### src/design/slwm_pkg.sv
`timescale 1ns / 1ps
// ----------------------------------------------------------------------------
// slwm_pkg: shared types and constants for the LIKE wildcard matcher
// Holds the request codes, the pattern cell kinds, the special pattern
// characters and the structs passed along the cell chain.
// ----------------------------------------------------------------------------
package slwm_pkg;

  // Request codes on the input channel
  typedef enum logic [1:0] {
    OP_START  = 2'd0,
    OP_APPEND = 2'd1,
    OP_TEXT   = 2'd2,
    OP_FINISH = 2'd3
  } op_e;

  // Compiled pattern cell kinds
  typedef enum logic [1:0] {
    KIND_LITERAL = 2'd0,
    KIND_ANY     = 2'd1,
    KIND_STAR    = 2'd2
  } kind_e;

  // Pattern metacharacters
  localparam logic [7:0] CH_PERCENT    = 8'h25;
  localparam logic [7:0] CH_UNDERSCORE = 8'h5F;
  localparam logic [7:0] CH_BACKSLASH  = 8'h5C;

  // Finish reduction groups hit bits in slices of this size
  localparam int unsigned GROUP_SIZE = 8;

  // Command broadcast to every cell
  typedef struct packed {
    logic       clear;  // start: drop pattern, reset active set
    logic       text;   // text character: advance active set
    logic       add;    // append a cell at the tail
    kind_e      kind;   // kind of the appended cell
    logic [7:0] ch;     // pattern or text character
  } cell_cmd_t;

  // Data handed from one cell to its right neighbor
  typedef struct packed {
    logic valid;     // cell holds a pattern entry
    logic star_act;  // active star cell: right position may match empty
    logic adv;       // cell consumes the text character, activate right
  } link_t;

endpackage

### src/design/slwm_cell.sv
`timescale 1ns / 1ps
// ----------------------------------------------------------------------------
// slwm_cell: one position of the matcher chain
// Holds one compiled pattern cell and the active bit of the position in
// front of it. Closes over a star on its left and passes the advance of
// its own cell to the right neighbor on every text character.
// ----------------------------------------------------------------------------
module slwm_cell import slwm_pkg::*; #(
  parameter bit ActInit = 1'b0
) (
  input  logic      clk_i,
  input  logic      rst_ni,
  input  cell_cmd_t cmd_i,
  input  link_t     left_i,
  output link_t     right_o,
  output logic      tail_o,
  output logic      hit_o
);

  logic       valid_q, valid_d;
  logic       act_q, act_d;
  kind_e      kind_q;
  logic [7:0] char_q;

  logic closed;
  logic is_star;
  logic char_hit;

  // Locate the tail and close the active bit over a star on the left
  assign tail_o   = left_i.valid & ~valid_q;
  assign closed   = act_q | left_i.star_act;
  assign is_star  = (kind_q == KIND_STAR);
  assign char_hit = (kind_q == KIND_ANY) ||
                    ((kind_q == KIND_LITERAL) && (char_q == cmd_i.ch));

  // Hand state to the right neighbor
  assign right_o.valid    = valid_q;
  assign right_o.star_act = act_q & valid_q & is_star;
  assign right_o.adv      = closed & valid_q & ~is_star & char_hit;

  // End of pattern reached with this position active
  assign hit_o = closed & tail_o;

  // Next valid and active bits
  always_comb begin
    valid_d = valid_q;
    act_d   = act_q;
    if (cmd_i.clear) begin
      valid_d = 1'b0;
      act_d   = ActInit;
    end else if (cmd_i.text) begin
      act_d = (closed & valid_q & is_star) | left_i.adv;
    end else if (cmd_i.add && tail_o) begin
      valid_d = 1'b1;
    end
  end

  // Hold control bits
  always_ff @(posedge clk_i or negedge rst_ni) begin
    if (!rst_ni) begin
      valid_q <= 1'b0;
      act_q   <= ActInit;
    end else begin
      valid_q <= valid_d;
      act_q   <= act_d;
    end
  end

  // Store the pattern entry when this cell is the tail
  always_ff @(posedge clk_i) begin
    if (cmd_i.add && tail_o && !cmd_i.clear) begin
      kind_q <= cmd_i.kind;
      char_q <= cmd_i.ch;
    end
  end

endmodule

### src/design/sql_like_wildcard_matcher_top.sv
`timescale 1ns / 1ps
// ----------------------------------------------------------------------------
// sql_like_wildcard_matcher_top: SQL LIKE pattern matcher
// Compiles a streamed pattern into a chain of literal, any and star cells
// and tracks the set of active pattern positions over a streamed text.
// A finish request reports the match, optionally inverted for NOT LIKE.
//
//   Channel | Handshake            | Payload
//   --------+----------------------+------------------------------------
//   in      | in_valid_i/in_ready_o| operation_i, char_value_i, negate_i
//   out     | out_valid_o/out_ready_i | matched_o, overflow_o
//
// Start, append and text requests update every position of the chain in
// parallel, so one such request is accepted per cycle while in_ready_o is high.
// A finish request passes a registered OR tree over the end-of-pattern hits
// and moves from the group registers into the output register once it is free.
// Reset leaves an empty pattern with only position zero active.
// A result waiting on out_ready_i holds one finish in the tree stage;
// in_ready_o drops only when both of them are full.
// ----------------------------------------------------------------------------
module sql_like_wildcard_matcher_top import slwm_pkg::*; #(
  parameter int unsigned PATTERN_MAX = 64
) (
  input  logic       clk_i,
  input  logic       rst_ni,
  input  logic       in_valid_i,
  output logic       in_ready_o,
  input  logic [1:0] operation_i,
  input  logic [7:0] char_value_i,
  input  logic       negate_i,
  output logic       out_valid_o,
  input  logic       out_ready_i,
  output logic       matched_o,
  output logic       overflow_o
);

  localparam int unsigned NumPos    = PATTERN_MAX + 1;
  localparam int unsigned NumGroups = (NumPos + GROUP_SIZE - 1) / GROUP_SIZE;

  op_e       op;
  logic      in_fire;
  logic      fin_fire;
  logic      out_load;
  cell_cmd_t cmd;
  logic      req_add;
  kind_e     req_kind;

  logic esc_q, esc_d;
  logic too_long_q, too_long_d;
  logic last_star_q, last_star_d;
  logic full;

  link_t                  link [NumPos+1];
  logic [NumPos-1:0]      tail;
  logic [NumPos-1:0]      hits;
  logic [NumGroups*GROUP_SIZE-1:0] hits_pad;
  logic [NumGroups-1:0]   grp_d, grp_q;

  logic fin_pend_q, fin_pend_d;
  logic fin_neg_q, fin_esc_q, fin_long_q;
  logic out_valid_q, out_valid_d;
  logic matched_q, overflow_q;
  logic plain;

  assign op       = op_e'(operation_i);
  assign in_fire  = in_valid_i & in_ready_o;
  assign fin_fire = in_fire & (op == OP_FINISH);

  // Decode the request into cell commands and compiler state
  always_comb begin
    cmd         = '0;
    cmd.ch      = char_value_i;
    req_add     = 1'b0;
    req_kind    = KIND_LITERAL;
    esc_d       = esc_q;
    too_long_d  = too_long_q;
    last_star_d = last_star_q;
    if (in_fire) begin
      case (op)
        OP_START: begin
          cmd.clear   = 1'b1;
          esc_d       = 1'b0;
          too_long_d  = 1'b0;
          last_star_d = 1'b0;
        end
        OP_APPEND: begin
          if (!too_long_q) begin
            if (esc_q) begin
              esc_d    = 1'b0;
              req_add  = 1'b1;
              req_kind = KIND_LITERAL;
            end else if (char_value_i == CH_BACKSLASH) begin
              esc_d = 1'b1;
            end else if (char_value_i == CH_PERCENT) begin
              req_add  = ~last_star_q;
              req_kind = KIND_STAR;
            end else if (char_value_i == CH_UNDERSCORE) begin
              req_add  = 1'b1;
              req_kind = KIND_ANY;
            end else begin
              req_add  = 1'b1;
              req_kind = KIND_LITERAL;
            end
          end
        end
        OP_TEXT: begin
          cmd.text = 1'b1;
        end
        OP_FINISH: begin
        end
        default: begin
        end
      endcase
    end
    cmd.kind = req_kind;
    if (req_add) begin
      if (full) begin
        too_long_d = 1'b1;
      end else begin
        cmd.add     = 1'b1;
        last_star_d = (req_kind == KIND_STAR);
      end
    end
  end

  // Hold compiler state
  always_ff @(posedge clk_i or negedge rst_ni) begin
    if (!rst_ni) begin
      esc_q       <= 1'b0;
      too_long_q  <= 1'b0;
      last_star_q <= 1'b0;
    end else begin
      esc_q       <= esc_d;
      too_long_q  <= too_long_d;
      last_star_q <= last_star_d;
    end
  end

  // Build the chain: position zero sees an always valid left edge
  assign link[0] = '{valid: 1'b1, star_act: 1'b0, adv: 1'b0};
  assign full    = link[PATTERN_MAX].valid;

  for (genvar i = 0; i < NumPos; i++) begin : g_cell
    slwm_cell #(
      .ActInit(i == 0)
    ) u_cell (
      .clk_i  (clk_i),
      .rst_ni (rst_ni),
      .cmd_i  (cmd),
      .left_i (link[i]),
      .right_o(link[i+1]),
      .tail_o (tail[i]),
      .hit_o  (hits[i])
    );
  end

  // Reduce hits in groups, registered on finish
  always_comb begin
    hits_pad             = '0;
    hits_pad[NumPos-1:0] = hits;
  end

  for (genvar g = 0; g < NumGroups; g++) begin : g_grp
    assign grp_d[g] = |hits_pad[g*GROUP_SIZE +: GROUP_SIZE];
  end

  always_ff @(posedge clk_i) begin
    if (fin_fire) begin
      grp_q      <= grp_d;
      fin_neg_q  <= negate_i;
      fin_esc_q  <= esc_q;
      fin_long_q <= too_long_q;
    end
  end

  // Advance the finish stage into the output register
  assign out_load   = fin_pend_q & (~out_valid_q | out_ready_i);
  assign in_ready_o = ~fin_pend_q | out_load;

  always_comb begin
    fin_pend_d = fin_pend_q;
    if (fin_fire) begin
      fin_pend_d = 1'b1;
    end else if (out_load) begin
      fin_pend_d = 1'b0;
    end
    out_valid_d = out_valid_q;
    if (out_load) begin
      out_valid_d = 1'b1;
    end else if (out_ready_i) begin
      out_valid_d = 1'b0;
    end
  end

  always_ff @(posedge clk_i or negedge rst_ni) begin
    if (!rst_ni) begin
      fin_pend_q  <= 1'b0;
      out_valid_q <= 1'b0;
    end else begin
      fin_pend_q  <= fin_pend_d;
      out_valid_q <= out_valid_d;
    end
  end

  // Resolve the result: pending escape kills the match, overflow forces zero
  assign plain = (|grp_q) & ~fin_esc_q;

  always_ff @(posedge clk_i) begin
    if (out_load) begin
      matched_q  <= ~fin_long_q & (plain ^ fin_neg_q);
      overflow_q <= fin_long_q;
    end
  end

  assign out_valid_o = out_valid_q;
  assign matched_o   = matched_q;
  assign overflow_o  = overflow_q;

  // Checks
  a_tail_onehot: assert property (@(posedge clk_i) disable iff (!rst_ni)
    $onehot(tail))
    else $error("pattern tail pointer is not one-hot");

  a_last_pos_empty: assert property (@(posedge clk_i) disable iff (!rst_ni)
    !link[NumPos].valid)
    else $error("position past the pattern store holds an entry");

  a_overflow_sticky: assert property (@(posedge clk_i) disable iff (!rst_ni)
    (too_long_q && !(in_fire && (op == OP_START))) |=> too_long_q)
    else $error("overflow flag cleared without a start request");

  a_overflow_nomatch: assert property (@(posedge clk_i) disable iff (!rst_ni)
    (out_valid_o && overflow_o) |-> !matched_o)
    else $error("match reported on an overflowed pattern");

  a_finish_holds: assert property (@(posedge clk_i) disable iff (!rst_ni)
    (fin_pend_q && !out_load) |=> (fin_pend_q && $stable(grp_q)))
    else $error("finish stage lost while output stalled");

endmodule
### config.mk
export PLATFORM = sky130hd
export DESIGN_NAME = sql_like_wildcard_matcher_top
export DESIGN_NICKNAME = d
export VERILOG_FILES = /design/src/design/slwm_pkg.sv /design/src/design/slwm_cell.sv /design/src/design/sql_like_wildcard_matcher_top.sv
export SDC_FILE = /design/constraint.sdc
export NUM_CORES = 1
export LEC_CHECK = 0
export ABC_AREA = 1
export BUFFER_PORTS_ARGS = -buffer_cell sky130_fd_sc_hd__buf_4
export CORE_MARGIN = 5
export CORE_UTILIZATION = 60
export DETAILED_ROUTE_END_ITERATION = 10
export HOLD_SLACK_MARGIN = 0.1
export PLACE_DENSITY = 0.76
export SYNTH_ARGS = -nofsm -noshare
export SYNTH_HDL_FRONTEND = slang
export SYNTH_HIERARCHICAL = 1
export SYNTH_SLANG_ARGS = --single-unit
### constraint.sdc
create_clock -name clk_i -period 28.4 [get_ports clk_i]
set_clock_uncertainty 0.15 [all_clocks]
set_input_delay 5.68 -clock clk_i [delete_from_list [all_inputs] [get_ports clk_i]]
set_output_delay 5.68 -clock clk_i [all_outputs]
set_load 0.02 [all_outputs]
; ---- Yosys cells after proc, flatten, opt, wreduce, memory -nomap -nowiden
; Index checks and enable logic that the tools add are counted.
[op_classes]
n_eq_ne = 202
n_mux = 359
n_bitwise = 783
reduce_logical = 468
[op_table]
columns = op, n
row1 = $and 1x1->1, 518
row2 = $eq 8x8->1, 64
row3 = $mux 1, 351
row4 = $logic_and 1x1->1, 194
row5 = $reduce_bool 2->1, 69
row6 = $eq 2x2->1 const B, 68
row7 = $not 1->1, 134
row8 = $eq 2x1->1 const B, 65
row9 = $logic_not 2->1, 65
row10 = $or 1x1->1, 130
row11 = $reduce_and 2->1, 65
row12 = $logic_or 1x1->1, 64
row13 = $reduce_or 8->1, 8
row14 = $eq 8x7->1 const B, 2
row15 = $mux 2, 7
row16 = $reduce_or 9->1, 1
row17 = $eq 8x6->1 const B, 1
row18 = $reduce_and 3->1, 1
row19 = $ne 2x1->1 const B, 1
row20 = $ne 2x2->1 const B, 1
row21 = $pmux 1 s2, 1
row22 = $logic_not 1->1, 1
row23 = $xor 1x1->1, 1
[totals]
ff_bits = 791
inputBits = 15
output_inout_bits = 4
elab_cells = 2082

; ---- Longest topological paths before layout
[depth]
ltp_word = 12
mapped_depth = 9
ltp_nobuf = 9

; ---- Hierarchy
; Netlist, hierarchy kept.
[by_module_without_submodules]
columns = mod, n_inst, cells_each, area_each_um2, seq_area_each_um2
row1 = slwm_cell at g_cell[10].u_cell ..., 64, 60, 580.6, 350.3
row2 = sql_like_wildcard_matcher_top, 1, 125, 1057.3, 545.5
row3 = slwm_cell at g_cell[0].u_cell, 1, 60, 580.6, 351.6

; ---- Worst setup path before layout
; OpenSTA, ideal clock, no wires.
[synth_path]
path_kind = in2reg
startpoint = in out_ready_i
endpoint = reg g_cell[10].u_cell.act_q
setup_time_ns = 0.118
t_arrival_ns = 15.618
required_ns = 28.132
slack_ns = 12.514
path_stages = 6
path_buffers = 0
path_cell_list = inv_2 nand3_4 nand2_4 nor3_1 o21ai_0 a21oi_1
[synth_rtl]
columns = item, line
row1 = from (decl), sql_like_wildcard_matcher_top.sv:32  ; input logic out_ready_i,
row2 = to (signal assigned), slwm_cell.sv:62  ; act_q <= ActInit;
row3 = to (signal assigned), slwm_cell.sv:65  ; act_q <= act_d;
row4 = to (decl), slwm_cell.sv:21  ; logic act_q, act_d;

; ---- Worst setup path after layout
[layout_path]
startpoint = in out_ready_i
endpoint = out in_ready_o
[layout_via]
elab_chain_len = 3
[layout_lines]
columns = item, line
row1 = $or 1x1->1, sql_like_wildcard_matcher_top.sv:177  ; assign out_load = fin_pend_q & (~out_valid_q | out_ready_i);
row2 = $and 1x1->1, sql_like_wildcard_matcher_top.sv:177
row3 = $or 1x1->1, sql_like_wildcard_matcher_top.sv:178  ; assign in_ready_o = ~fin_pend_q | out_load;
row4 = to (decl), sql_like_wildcard_matcher_top.sv:27  ; output logic in_ready_o,
; No other way between the ends.

==> reports/qor.yml <==
status:
  status: "finished clean"
power_and_ir_drop:
  p_sw_share_pct: 23.6
  powerDensity_nw_per_um2: 62.5
  leakagePower_nw: 16.5
  power_switching_uw: 614
  power_frac_clock_pct: 39.9
  sequentialPowerShare_pct: 50.9
  irDropWorstVdd_uv: 42.7
  pwr-share-comb_pct: 9.2
  p_int_mw: 1.99
layout:
  syn_to_final_growth_pct: 9.31
  layoutNonFillerInstCount: 4892
  diodes: 0
  finish.net_count: 3996
  drive_gt1_share_pct: 7.41
cts:
  clk_latency_ns: 0.63
  cts_max_level: 3
  cts_buffers: 81
  cts_hold_buf: 0
  cts.clk_slew.worst_paths_ns: 0.06
  cts_resized: 0
  clockBufferDepth: 3
  cts_tree: "built"
  cts-root-buf: "clkbuf_16"
  post-cts-setup-buffers: 0
  clock-sinks: 791
sta:
  worstMarginPinSlew_ns: 1.11
  final-hold-violation-count: 0
  hold_slack_ns: 0.301
  post-route-min-period_ns: 11.95
  finalCritPeriodShare_pct: 42.1
  fmax_mhz: 83.7
  drv_slew: 0
  maxSlewHeadroom_pct: 26.1
  rsz0062_at_grt: "false"
  totalNegativeSetupSlack_ns: 0
  final-setup-viol-count: 0
  setup_slack_ns: 16.45
floorplanning:
  fp.dieW_um: 262
  ioPinCount: 19
  rows: 92
  die_h_um: 262
  core_area_um2: 63100
  initial_core_util_pct: 60.5
  die_area_um2: 68700
setup_path:
  r2r_slack_ns: 24.84
  r2r-end: "g_cell[14].u_cell/char_q[7]"
  crit_required_ns: 22.57
  cp-end-kind: "primary output"
  reg2reg_depth: 8
  critPathMaxFanout: 3
  arrival_ns: 6.12
  critPathLaunch: "out_ready_i"
  crit-reg2reg-launch: "out_valid_o"
  critPathLaunchType: "input port"
  crit_path_end: "in_ready_o"
  crit_type: "input port to primary output"
placed_design:
  dp.cells: 4744
  dp_slack_ns: 16.44
  port_buffers: 18
  dp_hpwl_um: 40400
  gp_congestion: 0.821
yosys:
  synth_area_um2: 38200
  avgSynthCellArea_um2: 9.73
  synth_warnings: 6
  synth_cells: 3921
grt:
  grt_pass1_vias: 23900
  antenna_found_initial: 0
  overflow: 0
  track_usage_pct: 21.0
  grt_start_max_net_pins: 106
  grt_pass1_wl_um: 117000
detailed_routing:
  drc: 0
  vias: 24900
  totalWireLength_um: 71700
  dr.pass1.iters: 5
  wl_per_cell_um: 14.6
  detail-route-antenna-nets: 0
  drt_iter0_drc: 1847
  viasPerCell: 5.10
hold_path:
  hp-class: "flip-flop to flip-flop"
job:
  cap_violations: 0
## how the worst min path moves through the flow
stage / startpoint / end / slack [ns] / depth (start not counted)
2_1_floorplan: fin_long_q / overflow_o / 0.28 / 0
3_3_place_gp: fin_long_q / overflow_o / 0.29 / 0
3_5_place_dp: fin_long_q / overflow_o / 0.29 / 0
4_1_cts: fin_long_q / overflow_o / 0.30 / 0
5_1_grt: fin_long_q / overflow_o / 0.32 / 0
6_report: fin_long_q / overflow_o / 0.30 / 0
## worst max-delay path, stage by stage
cell	delay [ns]
buf_4	0.11
inv_2	0.07
nand3_4	0.09
buf_4	0.17
## stage by stage
stage | instance area, µm² | utilization (%) | power, mW
6_report | 41700 | 66.1 | 2.61
3_5_place_dp | 39100 | 62.0 | 1.59
4_1_cts | 41700 | 66.1 | 2.63
2_1_floorplan | 38200 | - | 1.53
3_3_place_gp | 39100 | 62.0 | 1.58
5_1_grt | 41700 | 66.1 | 2.71
## per-layer routing
| metal | vias to the layer above | global-route usage [%] | share of wire [%] |
|---|---|---|---|
| li1 | 12600 | - | - |
| met1 | 11700 | 28.1 | 45 |
| met2 | 537 | 35.7 | 48 |
| met3 | 108 | 3.49 | 5.2 |
| met4 | 0 | 6.45 | 2.1 |
| met5 | - | 0 | 0 |
## layout by cell type (no fill, tap or decap), drive strengths merged
cell         n
inv        796
clkbuf     122
o32ai       64
and2b        1
edfxtp     656
a21oi      321
conb         3
dfstp        1
clkinv      17
nor2       277
nor3         5
nand4        2
xnor2      320
nand3b       2
o21ai       67
bufinv       5
clkinvlp     1
buf         40
o22ai        1
dfrtp      134
nand2     1121
nand3        7
and3         1
o31ai        2
nor4        80
## power by group through the flow
stage | sequential [mW] | clock, mW | combinational [mW]
2_1_floorplan | 1.34 | 0 | 0.184
3_3_place_gp | 1.35 | 0 | 0.232
3_5_place_dp | 1.35 | 0 | 0.239
4_1_cts | 1.33 | 1.06 | 0.241
5_1_grt | 1.33 | 1.11 | 0.272
6_report | 1.33 | 1.04 | 0.240
## area by class of cell
type                    instances  area [µm²]
repair buffers                 40         334
flip-flops and latches        791       23100
inverters                     793        2980
clock inverters                26         278
well taps                     846        1060
clock buffers                 122        2330
multi-input cells            2274       11600
fillers                      4700       21400
## registers in the layout, indices dropped and copies added (netlist names), 9 cells and up
name                   cells
g_cell.u_cell/valid_q     65
g_cell.u_cell/act_q       65
g_cell.u_cell/kind_q     130
grp_q                      9
g_cell.u_cell/char_q     512
(Power assumes the default switching activity.)
